$ cat src/design/esd_pkg.sv
package esd_pkg;

    // Pattern geometry
    localparam int MAX_PATTERN = 8;
    localparam int MIN_PATTERN = 2;
    localparam int HELD_DEPTH  = MAX_PATTERN - 1;
    localparam int CNT_W       = $clog2(MAX_PATTERN);
    localparam int LEN_W       = 4;
    localparam int BYTE_W      = 8;
    localparam int TIME_W      = 32;
    localparam int PAT_W       = 64;

    // Configuration port geometry
    localparam int APB_AW      = 5;
    localparam int APB_DW      = 64;
    localparam int REG_LSB     = 3;
    localparam int REG_IDX_W   = 2;

    // Register reset values
    localparam logic [LEN_W-1:0]  PATLEN_RST  = LEN_W'(3);
    localparam logic [PAT_W-1:0]  PATBYTES_RST = '0;
    localparam logic [TIME_W-1:0] TIMEOUT_RST = TIME_W'(1000000);

    typedef enum logic [REG_IDX_W-1:0] {
        REG_PATLEN   = 2'd0,
        REG_PATBYTES = 2'd1,
        REG_TIMEOUT  = 2'd2
    } esd_reg_t;

    typedef enum logic {
        OP_DATA  = 1'b0,
        OP_CHECK = 1'b1
    } esd_op_t;

    typedef enum logic {
        KIND_BYTE  = 1'b0,
        KIND_MATCH = 1'b1
    } esd_kind_t;

    // Byte window, entry 0 is the newest byte
    typedef logic [MAX_PATTERN-1:0][BYTE_W-1:0] esd_window_t;
    typedef logic [HELD_DEPTH-1:0][BYTE_W-1:0]  esd_held_t;

    // Outcome of comparing the window against the pattern
    typedef struct packed {
        logic             match;
        logic [CNT_W-1:0] keep;
    } esd_scan_t;

endpackage

$ cat src/design/esd_scan.sv
module esd_scan (
    input  esd_pkg::esd_window_t            window,
    input  logic [esd_pkg::CNT_W-1:0]       held_count,
    input  logic [esd_pkg::LEN_W-1:0]       pat_len,
    input  logic [esd_pkg::PAT_W-1:0]       pattern_bytes,
    output esd_pkg::esd_scan_t              scan
);

    logic [esd_pkg::MAX_PATTERN:1] suffix_eq;
    logic [esd_pkg::LEN_W-1:0]     win_len;

    assign win_len = esd_pkg::LEN_W'(held_count) + esd_pkg::LEN_W'(1);

    // Compare each suffix of the window with the pattern prefix of the same length
    always_comb begin
        for (int c = 1; c <= esd_pkg::MAX_PATTERN; c++) begin
            suffix_eq[c] = 1'b1;
            for (int k = 0; k < c; k++) begin
                if (window[c-1-k] != pattern_bytes[8*k +: 8]) begin
                    suffix_eq[c] = 1'b0;
                end
            end
        end
    end

    // Full match and longest proper prefix left held
    always_comb begin
        scan.match = 1'b0;
        scan.keep  = '0;
        for (int c = 1; c <= esd_pkg::MAX_PATTERN; c++) begin
            if (pat_len == esd_pkg::LEN_W'(c) && win_len == pat_len) begin
                scan.match = suffix_eq[c];
            end
        end
        for (int c = 1; c < esd_pkg::MAX_PATTERN; c++) begin
            if (suffix_eq[c] && esd_pkg::LEN_W'(c) <= win_len
                && esd_pkg::LEN_W'(c) < pat_len) begin
                scan.keep = esd_pkg::CNT_W'(c);
            end
        end
    end

endmodule

$ cat src/design/escape_sequence_detector.sv
// Channel  Dir  Ports                            Content
// s_       in   tvalid tready tdata[39:0] tuser  in_byte, now_time; opcode
// m_       out  tvalid tready tdata[7:0] tuser   out_byte; kind; tlast = last
// apb      in   psel penable pwrite paddr pwdata 0x00 length, 0x08 bytes, 0x10 timeout
//
// One input transfer is taken per cycle while s_tready is high; it is held in the
// input register, then its results (up to 8) leave the result group one per cycle
// while m_tready is high. The input register is freed as soon as the result group is
// empty or sends its final result, so a stalled m_ side stalls s_ after one buffered
// item. aresetn is synchronous and active low; no clearing pass is needed.
module escape_sequence_detector (
    input  logic                              aclk,
    input  logic                              aresetn,
    // input stream
    input  logic                              s_tvalid,
    output logic                              s_tready,
    input  logic [39:0]                       s_tdata,   // in_byte[7:0], now_time[39:8]
    input  logic                              s_tuser,   // opcode
    // result stream
    output logic                              m_tvalid,
    input  logic                              m_tready,
    output logic [7:0]                        m_tdata,   // out_byte[7:0]
    output logic                              m_tuser,   // kind
    output logic                              m_tlast,
    // configuration
    input  logic                              psel,
    input  logic                              penable,
    input  logic                              pwrite,
    input  logic [esd_pkg::APB_AW-1:0]        paddr,
    input  logic [esd_pkg::APB_DW-1:0]        pwdata,
    output logic [esd_pkg::APB_DW-1:0]        prdata,
    output logic                              pready
);

    // Configuration registers
    logic [esd_pkg::LEN_W-1:0]  patlen_reg;
    logic [esd_pkg::PAT_W-1:0]  patbytes_reg;
    logic [esd_pkg::TIME_W-1:0] timeout_reg;
    esd_pkg::esd_reg_t          reg_sel;
    logic                       cfg_wr;

    // Input register
    logic                       in_v_reg;
    esd_pkg::esd_op_t           in_op_reg;
    logic [esd_pkg::BYTE_W-1:0] in_byte_reg;
    logic [esd_pkg::TIME_W-1:0] in_time_reg;

    // Hold state
    esd_pkg::esd_held_t         held_reg, held_next;
    logic [esd_pkg::CNT_W-1:0]  count_reg, count_next;
    logic [esd_pkg::TIME_W-1:0] start_reg, start_next;

    // Result group
    logic                       grp_v_reg;
    logic                       grp_match_reg;
    logic [esd_pkg::CNT_W-1:0]  grp_pos_reg;
    logic [esd_pkg::CNT_W-1:0]  grp_end_reg;
    esd_pkg::esd_window_t       grp_buf_reg;

    esd_pkg::esd_window_t       window;
    esd_pkg::esd_scan_t         scan;
    logic [esd_pkg::TIME_W-1:0] elapsed;
    logic                       len_ok;
    logic                       out_take;
    logic                       grp_last;
    logic                       grp_free;
    logic                       process;
    logic                       load;
    logic                       ld_match;
    logic [esd_pkg::CNT_W-1:0]  ld_pos;
    logic [esd_pkg::CNT_W-1:0]  ld_end;

    // APB register file
    assign pready  = 1'b1;
    assign reg_sel = esd_pkg::esd_reg_t'(paddr[esd_pkg::REG_LSB +: esd_pkg::REG_IDX_W]);
    assign cfg_wr  = psel && penable && pwrite && pready;

    always_ff @(posedge aclk) begin
        if (!aresetn) begin
            patlen_reg   <= esd_pkg::PATLEN_RST;
            patbytes_reg <= esd_pkg::PATBYTES_RST;
            timeout_reg  <= esd_pkg::TIMEOUT_RST;
        end else if (cfg_wr) begin
            unique case (reg_sel)
                esd_pkg::REG_PATLEN:   patlen_reg   <= pwdata[esd_pkg::LEN_W-1:0];
                esd_pkg::REG_PATBYTES: patbytes_reg <= pwdata[esd_pkg::PAT_W-1:0];
                esd_pkg::REG_TIMEOUT:  timeout_reg  <= pwdata[esd_pkg::TIME_W-1:0];
                default: ;
            endcase
        end
    end

    always_comb begin
        unique case (reg_sel)
            esd_pkg::REG_PATLEN:   prdata = esd_pkg::APB_DW'(patlen_reg);
            esd_pkg::REG_PATBYTES: prdata = esd_pkg::APB_DW'(patbytes_reg);
            esd_pkg::REG_TIMEOUT:  prdata = esd_pkg::APB_DW'(timeout_reg);
            default:               prdata = '0;
        endcase
    end

    // Handshake between input register and result group
    assign out_take = m_tvalid && m_tready;
    assign grp_last = grp_match_reg || (grp_pos_reg == grp_end_reg);
    assign grp_free = !grp_v_reg || (out_take && grp_last);
    assign process  = in_v_reg && grp_free;
    assign s_tready = !in_v_reg || process;

    // Capture the input transfer
    always_ff @(posedge aclk) begin
        if (!aresetn) begin
            in_v_reg <= 1'b0;
        end else if (s_tready) begin
            in_v_reg <= s_tvalid;
        end
    end

    always_ff @(posedge aclk) begin
        if (s_tready && s_tvalid) begin
            in_op_reg   <= esd_pkg::esd_op_t'(s_tuser);
            in_byte_reg <= s_tdata[7:0];
            in_time_reg <= s_tdata[39:8];
        end
    end

    // Window of held bytes plus the new byte, newest in entry 0
    assign window = {held_reg, in_byte_reg};

    esd_scan u_scan (
        .window         (window),
        .held_count     (count_reg),
        .pat_len        (patlen_reg),
        .pattern_bytes  (patbytes_reg),
        .scan           (scan)
    );

    assign elapsed = in_time_reg - start_reg;
    assign len_ok  = patlen_reg >= esd_pkg::LEN_W'(esd_pkg::MIN_PATTERN)
                     && patlen_reg <= esd_pkg::LEN_W'(esd_pkg::MAX_PATTERN);

    // Work out the new hold state and the results of one item
    always_comb begin
        held_next  = held_reg;
        count_next = count_reg;
        start_next = start_reg;
        load       = 1'b0;
        ld_match   = 1'b0;
        ld_pos     = count_reg;
        ld_end     = scan.keep;
        if (process) begin
            if (in_op_reg == esd_pkg::OP_CHECK) begin
                // flush everything held once the timeout is reached
                if (count_reg != '0 && elapsed >= timeout_reg) begin
                    load       = 1'b1;
                    ld_end     = esd_pkg::CNT_W'(1);
                    count_next = '0;
                    start_next = '0;
                end
            end else if (len_ok) begin
                if (scan.match) begin
                    load       = 1'b1;
                    ld_match   = 1'b1;
                    ld_pos     = '0;
                    ld_end     = '0;
                    count_next = '0;
                    start_next = '0;
                end else begin
                    // release bytes ahead of the kept suffix, keep the suffix
                    load       = scan.keep <= count_reg;
                    held_next  = {held_reg[esd_pkg::HELD_DEPTH-2:0], in_byte_reg};
                    count_next = scan.keep;
                    if (count_reg == '0 && scan.keep != '0) begin
                        start_next = in_time_reg;
                    end else if (scan.keep == '0) begin
                        start_next = '0;
                    end
                end
            end
        end
    end

    always_ff @(posedge aclk) begin
        if (!aresetn) begin
            count_reg <= '0;
            start_reg <= '0;
        end else begin
            count_reg <= count_next;
            start_reg <= start_next;
        end
    end

    always_ff @(posedge aclk) begin
        held_reg <= held_next;
    end

    // Result group: walk positions down from the oldest byte
    always_ff @(posedge aclk) begin
        if (!aresetn) begin
            grp_v_reg <= 1'b0;
        end else if (load) begin
            grp_v_reg <= 1'b1;
        end else if (out_take && grp_last) begin
            grp_v_reg <= 1'b0;
        end
    end

    always_ff @(posedge aclk) begin
        if (load) begin
            grp_match_reg <= ld_match;
            grp_pos_reg   <= ld_pos;
            grp_end_reg   <= ld_end;
            grp_buf_reg   <= window;
        end else if (out_take && !grp_last) begin
            grp_pos_reg   <= grp_pos_reg - esd_pkg::CNT_W'(1);
        end
    end

    assign m_tvalid = grp_v_reg;
    assign m_tuser  = grp_match_reg ? esd_pkg::KIND_MATCH : esd_pkg::KIND_BYTE;
    assign m_tdata  = grp_match_reg ? '0 : grp_buf_reg[grp_pos_reg];
    assign m_tlast  = grp_last;

endmodule

$ cat config.mk
export PLATFORM = sky130hd
export DESIGN_NAME = escape_sequence_detector
export DESIGN_NICKNAME = d
export VERILOG_FILES = /design/src/design/esd_pkg.sv /design/src/design/esd_scan.sv /design/src/design/escape_sequence_detector.sv
export SDC_FILE = /design/constraint.sdc
export NUM_CORES = 1
export LEC_CHECK = 0
export ABC_AREA = 1
export BUFFER_PORTS_ARGS = -buffer_cell sky130_fd_sc_hd__buf_2
export CELL_PAD_IN_SITES_DETAIL_PLACEMENT = 0
export CELL_PAD_IN_SITES_GLOBAL_PLACEMENT = 1
export CORE_MARGIN = 1
export CORE_UTILIZATION = 40
export CTS_CLUSTER_SIZE = 8
export DETAILED_ROUTE_END_ITERATION = 12
export PLACE_DENSITY_LB_ADDON = 0.1
export SLEW_MARGIN = 20
export SYNTH_ARGS = -nofsm -noshare
export SYNTH_HDL_FRONTEND = slang
export SYNTH_SLANG_ARGS = --single-unit
$ cat constraint.sdc
create_clock -name aclk -period 5.6 [get_ports aclk]
set_clock_uncertainty 0.2 [all_clocks]
set_input_delay 1.12 -clock aclk [delete_from_list [all_inputs] [get_ports aclk]]
set_output_delay 1.12 -clock aclk [all_outputs]
set_load 0.01 [all_outputs]
==> run_summary.xml <==
<?xml version="1.0" encoding="UTF-8"?>
<metrics>
  <group name="detailed_routing">
    <metric name="detail_route.wirelength" unit="um">76000</metric>
    <metric name="ant_nets" unit="">0</metric>
    <metric name="detail_route.iter0.violations" unit="">1599</metric>
    <metric name="detail_route.drc_violations" unit="">0</metric>
    <metric name="vias" unit="">18400</metric>
    <metric name="pre_repair_dr_iteration_count" unit="">8</metric>
    <metric name="routed_wire_length_per_instance" unit="um">22.2</metric>
    <metric name="detail_route.vias_per_cell" unit="">5.36</metric>
  </group>
  <group name="worst_setup_path">
    <metric name="critical-path-slowest-cell" unit="">sky130_fd_sc_hd__fa_1</metric>
    <metric name="worst_ep_required_time" unit="ns">5.63</metric>
    <metric name="crit_fanout" unit="">38</metric>
    <metric name="cp_data_arrival_time" unit="ns">5.19</metric>
    <metric name="critPathMostFrequentCell" unit="">sky130_fd_sc_hd__nand2_1</metric>
    <metric name="startpoint_types" unit="">register</metric>
    <metric name="setup_slack_of_the_worst_register_to_register_path" unit="ns">0.44</metric>
    <metric name="critical_path.endpoint_type" unit="">register</metric>
    <metric name="criticalPathCategory" unit="">reg -&gt; reg</metric>
    <metric name="cp_top_family" unit="">simple AND/OR/NAND/NOR gates</metric>
    <metric name="worstPathBufferInverterCount" unit="">8</metric>
    <metric name="worst_path_largest_cell_delay" unit="ns">0.40</metric>
  </group>
  <group name="floorplanning">
    <metric name="fp.coreArea" unit="um^2">47000</metric>
    <metric name="top_level_ports" unit="">194</metric>
    <metric name="die_height" unit="um">221</metric>
    <metric name="initial_utilization" unit="%">40.9</metric>
    <metric name="floorplan.die.width" unit="um">221</metric>
    <metric name="dieArea" unit="um^2">48900</metric>
    <metric name="rows" unit="">79</metric>
  </group>
  <group name="final_layout">
    <metric name="drive_above_1_share" unit="%">12.0</metric>
    <metric name="postLayoutCellArea" unit="um^2">21800</metric>
    <metric name="antenna_cells_inserted" unit="">0</metric>
    <metric name="finalNetCount" unit="">2991</metric>
    <metric name="area_delta_synth_final" unit="%">13.6</metric>
  </group>
  <group name="placed_design">
    <metric name="post-dp-hpwl" unit="um">61000</metric>
    <metric name="area_of_placed_instances" unit="um^2">20500</metric>
    <metric name="port-buffer-count" unit="">189</metric>
    <metric name="routabilityCongestion" unit="">0.988</metric>
  </group>
  <group name="clock_tree">
    <metric name="clkLatencyLatePin" unit="ns">0.57</metric>
    <metric name="number_of_buffers_on_the_longest_clock_path" unit="">3</metric>
    <metric name="cts_max_level" unit="">2</metric>
    <metric name="cts_tree" unit="">yes</metric>
    <metric name="cts_buffers" unit="">44</metric>
    <metric name="cts.reportedPaths.clkPinSlew" unit="ns">0.05</metric>
    <metric name="cts.sinks" unit="">305</metric>
    <metric name="cts_root_buf" unit="">sky130_fd_sc_hd__clkbuf_16</metric>
  </group>
  <group name="grt">
    <metric name="first_global_vias" unit="">17200</metric>
    <metric name="grt_first_pass_wirelength" unit="um">112000</metric>
    <metric name="initial_antenna_violation_count" unit="">1</metric>
    <metric name="grt.total_usage" unit="%">30.7</metric>
    <metric name="grt_max_degree" unit="">87</metric>
    <metric name="globalRoute.totalOverflow" unit="">0</metric>
  </group>
  <group name="synthesis">
    <metric name="yosysSeqAreaShare" unit="%">40.6</metric>
    <metric name="synth_area" unit="um^2">19200</metric>
    <metric name="postSynth.asyncResetShare" unit="%">0</metric>
    <metric name="synth.avg_cell_area" unit="um^2">7.23</metric>
    <metric name="synth_top_area_cell" unit="">sky130_fd_sc_hd__edfxtp_1</metric>
    <metric name="ys_top_cells_by_area" unit="">sky130_fd_sc_hd__edfxtp_1 26%, sky130_fd_sc_hd__nand2_1 15%, sky130_fd_sc_hd__dfxtp_1 14%, sky130_fd_sc_hd__nor2_1 6.8%, sky130_fd_sc_hd__inv_1 4.8%</metric>
    <metric name="synth.net_count" unit="">2846</metric>
    <metric name="prevailing_post_synth_register_cell" unit="">sky130_fd_sc_hd__edfxtp_1</metric>
    <metric name="synthMostInstantiatedCell" unit="">sky130_fd_sc_hd__nand2_1</metric>
    <metric name="synth.top_cell.area_share" unit="%">26.3</metric>
    <metric name="synth.top_cells.by_count" unit="">783 x sky130_fd_sc_hd__nand2_1, 347 x sky130_fd_sc_hd__nor2_1, 244 x sky130_fd_sc_hd__inv_1</metric>
    <metric name="syn-instance-count" unit="">2656</metric>
    <metric name="count_of_state_elements_after_synthesis" unit="">305</metric>
    <metric name="synth_edf_count" unit="">168</metric>
    <metric name="synth-warning-count" unit="">0</metric>
    <metric name="post_synth_num_cell_types" unit="">52</metric>
  </group>
  <group name="sta">
    <metric name="period_share" unit="%">92.1</metric>
    <metric name="worst_slew_margin_rel" unit="%">28.0</metric>
    <metric name="fmax" unit="MHz">194</metric>
    <metric name="final_period_minus_worst_setup_slack" unit="ns">5.16</metric>
    <metric name="timing_max_transition_violations_final" unit="">0</metric>
    <metric name="timing.final.setup_violations" unit="">0</metric>
    <metric name="final_hold_viol_count" unit="">0</metric>
    <metric name="rsz0062_at_grt" unit="">false</metric>
    <metric name="tightestPinTransition" unit="ns">1.07</metric>
    <metric name="final.setup.tns" unit="ns">0</metric>
  </group>
  <group name="power_and_ir_drop">
    <metric name="power-per-cell-area" unit="nW/um^2">277</metric>
    <metric name="design_power_total" unit="mW">6.03</metric>
    <metric name="power.ir.vdd_worst" unit="mV">0.316</metric>
    <metric name="total_leakage_power" unit="nW">9.47</metric>
  </group>
  <group name="outcome">
    <metric name="outcome" unit="">completed</metric>
  </group>
  <group name="run">
    <metric name="maxCapViolCount" unit="">0</metric>
  </group>
  <group name="min_path">
    <metric name="hold_path_class" unit="">reg -&gt; reg</metric>
  </group>
</metrics>
per-layer routing:
| metal | vias to the layer above | routed length, um | GRT usage (%) |
|---|---|---|---|
| met2 | 710 | 33300 | 47.2 |
| li1 | 8924 | - | - |
| met5 | - | 0 | 0 |
| met3 | 75 | 5670 | 5.02 |
| met4 | 0 | 1670 | 8.28 |
| met1 | 8665 | 35300 | 44.5 |
tightest hold or removal path: cells and delay by family, from the launching register on:
kind	cells	cell delay, ns
DFF	1	0.32
and+or+nand+nor	2	0.12
final cells by class:
cell class | count | area [um^2]
multi-input cells | 1940 | 9680
flip-flops and latches | 305 | 7790
repair buffers | 224 | 1250
fillers | 4830 | 25100
clock inverters | 2 | 21.3
inverters | 286 | 1080
well taps | 607 | 759
clock buffers | 64 | 1230
layout by cell type, fill, tap and decap left out, types with 46 or more instances in the layout:
master,instances
sky130_fd_sc_hd__edfxtp_1,168
sky130_fd_sc_hd__nand2_1,783
sky130_fd_sc_hd__nand4_1,56
sky130_fd_sc_hd__clkbuf_16,46
sky130_fd_sc_hd__nand3_1,78
sky130_fd_sc_hd__ha_1,72
sky130_fd_sc_hd__dfxtp_1,137
sky130_fd_sc_hd__buf_2,188
sky130_fd_sc_hd__a21oi_1,161
sky130_fd_sc_hd__xor2_1,83
sky130_fd_sc_hd__inv_1,240
sky130_fd_sc_hd__nor2_1,345
sky130_fd_sc_hd__o21ai_0,166
path summary, 6_finish.rpt:
path | startpoint | endpoint | depth (start not counted)
worst max-delay path | in_time_reg[0] | grp_buf_reg[29] | 27
worst min-delay path | start_reg[5] | start_reg[5] | 2
worst max register to register | in_time_reg[0] | grp_buf_reg[29] | 27
worst min register to register | start_reg[5] | start_reg[5] | 2
power breakdown:
group,internal (mW),switching [mW]
Sequential,2.47,0.114
Clock,1.49,0.943
Combinational,0.359,0.653
timing repair:
action,CTS,global route
endpoints found under the setup margin,0,106
buffers inserted,0,0
hold buffers,0,0
resized for setup,0,4
stage by stage:
step	setup slack, ns	util [%]	instances	hold WS, ns
floorplan	0.167	-	2656	0.239
global placement	0.351	43.8	3362	0.266
detailed placement	0.297	43.8	3362	0.270
CTS	0.253	46.4	3428	0.282
global route	0.0441	46.4	3428	0.290
finish	0.442	46.4	3428	0.275
logic make-up (layout without fill, tap and decap cells):
kind of cell / Yosys count / in the layout / synth area share (%)
other: 1 / 1 / 0.0195
adders and majority gates: 73 / 73 / 4.80
DFF: 305 / 305 / 40.6
and+or+nand+nor: 1324 / 1324 / 28.0
buffers and inverters: 411 / 576 / 9.17
AOI/OAI and AO/OA: 419 / 419 / 11.8
xor gates and xnor gates: 123 / 123 / 5.61
Note: power is estimated with default switching activity, not from simulation.
